[src/rtl/ihg_pkg.sv]
`timescale 1ns / 1ps

package ihg_pkg;

  localparam int SEED_W   = 64;
  localparam int SCALE_W  = 16;
  localparam int SAMPLE_W = 16;
  localparam int ADDR_W   = 4;
  localparam int DATA_W   = 64;

  // xorshift64 shift amounts
  localparam int SHIFT_A = 13;
  localparam int SHIFT_B = 7;
  localparam int SHIFT_C = 17;

  // uniform term: top 24 bits of the state, centered by subtracting one half
  localparam int TERM_W    = 24;
  localparam int TERM_LSB  = SEED_W - TERM_W;
  localparam int TERM_BIAS = 1 << (TERM_W - 1);

  // S * scale / 2^25, round half up
  localparam int PROD_SHIFT = 25;
  localparam int ROUND_BIAS = 1 << (PROD_SHIFT - 1);

  localparam int SAMPLE_MAX = 32767;
  localparam int SAMPLE_MIN = -32768;

  localparam logic [SEED_W-1:0]  SEED_RESET  = '0;
  localparam logic [SCALE_W-1:0] SCALE_RESET = 16'd16384;

  // register select is paddr[3]: seed at 0x0, scale at 0x8
  localparam logic REG_SEED  = 1'b0;
  localparam logic REG_SCALE = 1'b1;

  function automatic logic [SEED_W-1:0] xorshift_step(input logic [SEED_W-1:0] s);
    logic [SEED_W-1:0] t;
    t = s ^ (s << SHIFT_A);
    t = t ^ (t >> SHIFT_B);
    t = t ^ (t << SHIFT_C);
    return t;
  endfunction

endpackage

[src/rtl/ihg_channels.sv]
`timescale 1ns / 1ps

interface ihg_req_if;
  logic valid;
  logic ready;
  logic first;

  modport source (output valid, output first, input ready);
  modport sink (input valid, input first, output ready);
endinterface

interface ihg_rsp_if;
  logic                valid;
  logic                ready;
  logic signed [15:0]  sample;

  modport source (output valid, output sample, input ready);
  modport sink (input valid, input sample, output ready);
endinterface

[src/rtl/ihg_gen.sv]
`timescale 1ns / 1ps

module ihg_gen #(
  parameter int ROUNDS = 3,
  parameter int SUM_W  = 27
) (
  input  logic                           clk,
  input  logic                           rst,
  input  logic                           in_valid,
  input  logic                           in_first,
  output logic                           in_ready,
  input  logic [ihg_pkg::SEED_W-1:0]     seed_inc,
  output logic                           sum_valid,
  output logic signed [SUM_W-1:0]        sum,
  input  logic                           sum_ready
);
  import ihg_pkg::*;

  logic [SEED_W-1:0]        gen;
  logic [SEED_W-1:0]        chain [ROUNDS+1];
  logic signed [SUM_W-1:0]  sum_next;
  logic                     accept;

  assign chain[0] = in_first ? seed_inc : gen;

  for (genvar k = 0; k < ROUNDS; k++) begin : g_step
    assign chain[k+1] = xorshift_step(chain[k]);
  end

  always_comb begin
    sum_next = '0;
    for (int k = 1; k <= ROUNDS; k++) begin
      sum_next = sum_next
               + $signed({{(SUM_W-TERM_W){1'b0}}, chain[k][SEED_W-1:TERM_LSB]})
               - SUM_W'(TERM_BIAS);
    end
  end

  assign in_ready = !sum_valid || sum_ready;
  assign accept   = in_valid && in_ready;

  always_ff @(posedge clk) begin
    if (rst) begin
      gen       <= SEED_W'(1);
      sum_valid <= 1'b0;
    end else begin
      if (accept) begin
        gen <= chain[ROUNDS];
      end
      if (in_ready) begin
        sum_valid <= in_valid;
      end
    end
  end

  always_ff @(posedge clk) begin
    if (accept) begin
      sum <= sum_next;
    end
  end

endmodule

[src/rtl/ihg_scale.sv]
`timescale 1ns / 1ps

module ihg_scale #(
  parameter int SUM_W = 27
) (
  input  logic                              clk,
  input  logic                              rst,
  input  logic                              sum_valid,
  input  logic signed [SUM_W-1:0]           sum,
  output logic                              sum_ready,
  input  logic [ihg_pkg::SCALE_W-1:0]       scale,
  output logic                              out_valid,
  output logic signed [ihg_pkg::SAMPLE_W-1:0] out_sample,
  input  logic                              out_ready
);
  import ihg_pkg::*;

  localparam int PROD_W = SUM_W + SCALE_W + 1;
  localparam int RES_W  = PROD_W + 1 - PROD_SHIFT;
  localparam logic signed [RES_W-1:0] RES_MAX = RES_W'(SAMPLE_MAX);
  localparam logic signed [RES_W-1:0] RES_MIN = RES_W'(SAMPLE_MIN);

  logic                       prod_valid;
  logic                       prod_ready;
  logic signed [PROD_W-1:0]   prod;
  logic signed [PROD_W-1:0]   prod_next;
  logic signed [PROD_W:0]     rnd;
  logic signed [RES_W-1:0]    res;
  logic signed [SAMPLE_W-1:0] sample_next;

  assign prod_ready = !out_valid || out_ready;
  assign sum_ready  = !prod_valid || prod_ready;

  assign prod_next = $signed(sum) * $signed({1'b0, scale});

  // floor((p + 2^24) / 2^25), then clamp to Q2.13
  assign rnd = (PROD_W+1)'(prod) + (PROD_W+1)'(ROUND_BIAS);
  assign res = $signed(rnd[PROD_W:PROD_SHIFT]);

  always_comb begin
    priority if (res > RES_MAX) begin
      sample_next = SAMPLE_W'(SAMPLE_MAX);
    end else if (res < RES_MIN) begin
      sample_next = SAMPLE_W'(SAMPLE_MIN);
    end else begin
      sample_next = res[SAMPLE_W-1:0];
    end
  end

  always_ff @(posedge clk) begin
    if (rst) begin
      prod_valid <= 1'b0;
      out_valid  <= 1'b0;
    end else begin
      if (sum_ready) begin
        prod_valid <= sum_valid;
      end
      if (prod_ready) begin
        out_valid <= prod_valid;
      end
    end
  end

  always_ff @(posedge clk) begin
    if (sum_valid && sum_ready) begin
      prod <= prod_next;
    end
    if (prod_valid && prod_ready) begin
      out_sample <= sample_next;
    end
  end

endmodule

[src/rtl/irwin_hall_gaussian_generator.sv]
`timescale 1ns / 1ps
// Approximately normal noise source: each request transaction on req yields
// one signed Q2.13 sample transaction on rsp. A 64-bit xorshift generator is
// stepped ROUNDS times per sample; the centered top 24 bits of each step are
// summed, scaled by the Q2.14 scale register, rounded and saturated.
//   req  : valid/ready, payload first (1 = reload generator to seed + 1).
//   rsp  : valid/ready, payload sample (signed 16-bit Q2.13).
//   APB  : seed at 0x0 (64 bits), scale at 0x8 (low 16 bits). pready is tied
//          high; writes land on the access cycle. Only paddr[3] is decoded.
// Pipeline: the sum register loads at the req edge, then the product
// register, then the output register, which presents the rsp sample.
// Throughput: one sample per cycle unless rsp stalls. The generator update
// runs all ROUNDS xorshift steps combinationally, setting the clock limit.
// Reset: generator = 1, seed = 0, scale = 1.0, pipeline empty.
// Stall: each stage holds its data while the next is full; a stalled rsp
// back-pressures req only once all three stages are occupied.
module irwin_hall_gaussian_generator #(
  parameter int ROUNDS = 3
) (
  input  logic                          clk,
  input  logic                          rst,
  ihg_req_if.sink                       req,
  ihg_rsp_if.source                     rsp,
  input  logic                          psel,
  input  logic                          penable,
  input  logic                          pwrite,
  input  logic [ihg_pkg::ADDR_W-1:0]    paddr,
  input  logic [ihg_pkg::DATA_W-1:0]    pwdata,
  output logic [ihg_pkg::DATA_W-1:0]    prdata,
  output logic                          pready
);
  import ihg_pkg::*;

  // sum of ROUNDS terms, each in [-2^23, 2^23)
  localparam int SUM_W = TERM_W + 1 + $clog2(ROUNDS);

  logic [SEED_W-1:0]       seed;
  logic [SEED_W-1:0]       seed_inc;   // seed + 1, kept ready for reloads
  logic [SCALE_W-1:0]      scale;
  logic                    wr_en;

  logic                    sum_valid;
  logic                    sum_ready;
  logic signed [SUM_W-1:0] sum;

  // ---- configuration port ----
  assign pready = 1'b1;
  assign wr_en  = psel && penable && pwrite && pready;

  always_ff @(posedge clk) begin
    if (rst) begin
      seed     <= SEED_RESET;
      seed_inc <= SEED_RESET + SEED_W'(1);
      scale    <= SCALE_RESET;
    end else if (wr_en) begin
      unique case (paddr[3])
        REG_SEED: begin
          seed     <= pwdata;
          seed_inc <= pwdata + SEED_W'(1);   // all ones wraps to a stuck zero
        end
        REG_SCALE: begin
          scale <= pwdata[SCALE_W-1:0];
        end
        default: begin
        end
      endcase
    end
  end

  always_comb begin
    unique case (paddr[3])
      REG_SEED:  prdata = seed;
      REG_SCALE: prdata = DATA_W'(scale);
      default:   prdata = '0;
    endcase
  end

  // ---- generator and term sum ----
  ihg_gen #(
    .ROUNDS (ROUNDS),
    .SUM_W  (SUM_W)
  ) u_gen (
    .clk       (clk),
    .rst       (rst),
    .in_valid  (req.valid),
    .in_first  (req.first),
    .in_ready  (req.ready),
    .seed_inc  (seed_inc),
    .sum_valid (sum_valid),
    .sum       (sum),
    .sum_ready (sum_ready)
  );

  // ---- scaling, rounding, saturation ----
  ihg_scale #(
    .SUM_W (SUM_W)
  ) u_scale (
    .clk        (clk),
    .rst        (rst),
    .sum_valid  (sum_valid),
    .sum        (sum),
    .sum_ready  (sum_ready),
    .scale      (scale),
    .out_valid  (rsp.valid),
    .out_sample (rsp.sample),
    .out_ready  (rsp.ready)
  );

  // ---- assertions ----
  // the sum stage only stalls when the output side is backed up
  a_sum_stall: assert property (@(posedge clk) disable iff (rst)
    !sum_ready |-> (rsp.valid && !rsp.ready))
    else $error("sum stage stalled without output back-pressure");

  // req is only refused when the sum stage is full and stalled
  a_req_stall: assert property (@(posedge clk) disable iff (rst)
    !req.ready |-> (sum_valid && !sum_ready))
    else $error("request refused with room in the pipeline");

  // reset empties the pipeline
  a_reset_empty: assert property (@(posedge clk)
    (!rst && $past(rst)) |-> (!rsp.valid && !sum_valid))
    else $error("pipeline not empty after reset");

endmodule

[src/flat_wrapper.sv]
// flat-port wrapper written by rule: the top's interface ports become plain ports
module irwin_hall_gaussian_generator_flat import ihg_pkg::*;
#(
  parameter int ROUNDS = 3
)
  (clk, rst, psel, penable, pwrite, paddr, pwdata, prdata, pready, req_valid, req_first, req_ready, rsp_valid, rsp_sample, rsp_ready);
  ihg_req_if req_i ();
  ihg_rsp_if rsp_i ();
  input  logic clk;
  input  logic rst;
  input  logic psel;
  input  logic penable;
  input  logic pwrite;
  input  logic [ihg_pkg::ADDR_W-1:0] paddr;
  input  logic [ihg_pkg::DATA_W-1:0] pwdata;
  output logic [ihg_pkg::DATA_W-1:0] prdata;
  output logic pready;
  input wire logic [$bits(req_i.valid)-1:0] req_valid;
  input wire logic [$bits(req_i.first)-1:0] req_first;
  output wire logic [$bits(req_i.ready)-1:0] req_ready;
  output wire logic [$bits(rsp_i.valid)-1:0] rsp_valid;
  output wire logic [$bits(rsp_i.sample)-1:0] rsp_sample;
  input wire logic [$bits(rsp_i.ready)-1:0] rsp_ready;
  assign req_i.valid = req_valid;
  assign req_i.first = req_first;
  assign req_ready = req_i.ready;
  assign rsp_valid = rsp_i.valid;
  assign rsp_sample = rsp_i.sample;
  assign rsp_i.ready = rsp_ready;
  irwin_hall_gaussian_generator #(.ROUNDS(ROUNDS)) u_core (.clk(clk), .rst(rst), .req(req_i), .rsp(rsp_i), .psel(psel), .penable(penable), .pwrite(pwrite), .paddr(paddr), .pwdata(pwdata), .prdata(prdata), .pready(pready));
endmodule
[config.mk]
export PLATFORM = sky130hd
export DESIGN_NAME = irwin_hall_gaussian_generator_flat
export DESIGN_NICKNAME = d
export VERILOG_FILES = /design/src/rtl/ihg_pkg.sv /design/src/rtl/ihg_channels.sv /design/src/rtl/ihg_gen.sv /design/src/rtl/ihg_scale.sv /design/src/rtl/irwin_hall_gaussian_generator.sv /design/src/flat_wrapper.sv
export SDC_FILE = /design/constraint.sdc
export NUM_CORES = 2
export LEC_CHECK = 0
export ABC_AREA = 1
export BUFFER_PORTS_ARGS = -buffer_cell sky130_fd_sc_hd__clkbuf_2
export CORE_MARGIN = 10
export CORE_UTILIZATION = 55
export CTS_CLUSTER_DIAMETER = 40
export CTS_CLUSTER_SIZE = 8
export DETAILED_ROUTE_END_ITERATION = 10
export PLACE_DENSITY = 0.72
export SYNTH_ARGS = -nofsm -noshare
export SYNTH_HDL_FRONTEND = slang
export SYNTH_SLANG_ARGS = --single-unit
[constraint.sdc]
create_clock -name clk -period 12.1 [get_ports clk]
set_input_delay 1.815 -clock clk [delete_from_list [all_inputs] [get_ports clk]]
set_output_delay 1.815 -clock clk [all_outputs]
set_load 0.02 [all_outputs]
==> flow_summary.toml <==
[route]
viasPerCell = 5.39
ant_nets = 0
vias = 40100
routed_wl_microns = 140000
first_pass_iters = 7
remaining_drc_errors = 0
post_drt_wl_per_cell_microns = 18.9
drt_iter0_drc = 3555

[synth]
synthCells = 6402
ys_async_sr_fraction = 0
postSynthAreaPerCell_sq_um = 6.33
ys_warn_count = 0
synthTopCellsByArea = "nand2_1 (26%), fa_1 (22%), dfxtp_1 (10%)"
synthTopCellsByCount = "nand2_1 (2854), inv_1 (1085), fa_1 (442)"
synth_top_area_frac = 0.264
synth-edff-count = 63
synth_cell_type_count = 61
synth_area_sq_um = 40500
yosys_register_bits = 274
synth_largest_area_cell = "nand2_1"
syn_nets = 7051
yosysMostFrequentCell = "nand2_1"
ys_seq_area_frac = 0.151
synthFlopType = "dfxtp_1"

[clock_tree]
clkSlewWorstSetupHoldPaths_ns = 0.05
root_buffer = "clkbuf_16"
insertion_delay_ns = 0.65
clockBufferDepth = 3
h-tree-depth = 2
ctsResizeCount = 0
numCtsBuffers = 54
cts_hold_buf = 0
clkSinkCount = 274
cts_setup_buffers = 0
cts_tree = "done"

[power_and_ir_drop]
combPwrFrac = 0.588
p_int_mw = 3.35
p_seq_frac = 0.202
ir_worst_vdd_mv = 0.191
clock_power_share = 0.210
p_per_area_nw_per_um2 = 157
p_sw_frac = 0.509
power.net_switching_mw = 3.48
leakagePower_nw = 24.2

[run]
maxCapViolations = 0

[floorplan]
core_area_sq_um = 73000
io_pins = 159
die-area_sq_um = 85000
row_count = 99
die-width_microns = 292
start_util = 0.556
die_y_microns = 292

[timing]
rsz0062_at_grt = "false"
min_period_ns = 8.47
clock-skew-final_ns = 0.0820
relSlewSlack = 0.259
finalSetupViolations = 0
setup-tns-final_ns = 0
hold_viol = 0
period_share = 0.700
worst_slew_pin_slew_ns = 1.11
clock.fmax_mhz = 118
maxSlewViolCount = 0

[global_route]
overflow = 0
grt_pass1_vias = 38500
met2_usage = 0.548
met3_usage = 0.0415
grt_max_degree = 112
top_usage_layer = "met2"
grt_usage = 0.323
grt_pass1_wl_microns = 215000
antenna_found_initial = 4
grtUsageMet1 = 0.389

[worst_setup_path]
cp.required_ns = 12.46
arrival_ns = 8.83
crit_fanout = 75
crit_type = "input pin to flop"
crit_path_top_delay_cell = "fa_1"
cp-start-kind = "input pin"
cp_common_cell = "nand2_1"
critPathMaxStageDelay_ns = 0.68
endpoint_kind = "flop"

[finish]
drive_above_1_share = 0.0910
area_growth_pct = 7.30
nNetsFinal = 7085
fin_util = 0.596

[placement]
hpwl_microns = 115000
portBuffers = 154
place.gp.congestion = 1.04

[min_path]
min_path_type = "flop to flop"

[run_status]
status = "complete, no violations"
## power by group through the flow
| stage | Combinational, mW | Clock [mW] | Sequential [mW] |
|---|---|---|---|
| 3_3_place_gp | 3.87 | 0 | 1.38 |
| 3_5_place_dp | 3.95 | 0 | 1.39 |
| 5_1_grt | 4.51 | 1.49 | 1.39 |
| 4_1_cts | 3.97 | 1.45 | 1.37 |
| 2_1_floorplan | 2.98 | 0 | 1.22 |
| 6_report | 4.02 | 1.43 | 1.38 |
## logic make-up (layout without fill, tap and decap cells)
kind of cell,count (synthesis),after routing,share of synthesized area
and+or+nand+nor,3612,3612,0.361
buffers and inverters,1334,1404,0.129
adders and majority gates,573,573,0.259
AOI/OAI and AO/OA,493,493,0.0726
DFF,274,274,0.151
xor gates and xnor gates,115,115,0.0279
other,1,3,0.0000925
## worst max-delay path: cells and delay by family
family | cells | cell delay (ns)
compound gates | 8 | 1.70
xor+xnor | 1 | 0.09
fa+ha+maj | 2 | 1.13
buf+inv | 4 | 1.18
simple gates | 22 | 2.84
## cell type report
| type | count | area (sq um) |
|---|---|---|
| Fill cell | 7200 | 29500 |
| Multi-Input combinational cell | 4794 | 29200 |
| Sequential cell | 274 | 6120 |
| Inverter | 1129 | 4250 |
| Clock buffer | 66 | 1450 |
| Tap cell | 959 | 1200 |
| Timing Repair Buffer | 183 | 993 |
| Clock inverter | 26 | 294 |
| Antenna cell | 2 | 5.00 |
## flip-flops by register name (all words and copies together) (netlist names)
| register | cells |
|---|---|
| u_core.u_scale.out_sample | 16 |
| u_core.u_scale.out_valid | 1 |
| u_core.u_scale.prod | 20 |
| u_core.u_scale.prod_valid | 1 |
| u_core.u_gen.gen | 64 |
| u_core.u_gen.sum_valid | 1 |
| u_core.scale | 16 |
| u_core.u_gen.sum | 27 |
| u_core.seed | 64 |
| u_core.seed_inc | 64 |
## path summary, 6_finish.rpt
kind,cells past startpoint,to,slack (ns),from
min,2,u_core.seed[36],0.46,u_core.seed[36]
min reg2reg,2,u_core.seed[36],0.46,u_core.seed[36]
max reg2reg,21,u_core.u_scale.prod[41],5.17,u_core.u_gen.sum[6]
max,37,u_core.u_gen.sum[21],3.63,req_first
## layout by cell type, fill, tap and decap left out, types with 26 or more instances in the layout
cell type | synthesis | layout
nand3_1 | 178 | 178
edfxtp_1 | 63 | 63
o21ai_1 | 26 | 26
nor2_1 | 263 | 262
a31oi_1 | 46 | 46
buf_4 | 5 | 31
nor3_1 | 43 | 43
clkbuf_2 | 0 | 152
ha_1 | 131 | 131
inv_2 | 42 | 43
xor2_1 | 78 | 78
nand2_1 | 2854 | 2853
o21ai_0 | 113 | 113
dfxtp_1 | 211 | 211
inv_1 | 1085 | 1083
o21ai_2 | 29 | 29
a21oi_1 | 167 | 166
nand2_2 | 199 | 200
a211oi_1 | 47 | 47
fa_1 | 442 | 442
o211ai_1 | 31 | 31
clkbuf_16 | 0 | 55
## layer usage
metal / part of all wire / up-vias
li1: - / 19300
met3: 0.073 / 398
met1: 0.39 / 18800
met2: 0.47 / 1587
met5: 0.00016 / -
met4: 0.070 / 4
## per-stage QoR
step                      hold WS [ns]  std cells  area [sq um]  power [mW]  worst slack (ns)
after floorplan                  0.435       6402         40500        4.20              5.38
after CTS                        0.459       7431         43500        6.80              3.82
after global placement           0.446       7339         41800        5.25              3.24
after detailed placement         0.453       7339         41800        5.33              3.16
final                            0.463       7433         43500        6.83              3.63
after global routing             0.482       7432         43500        7.39              3.10
Note: power is estimated with default switching activity, not from simulation.
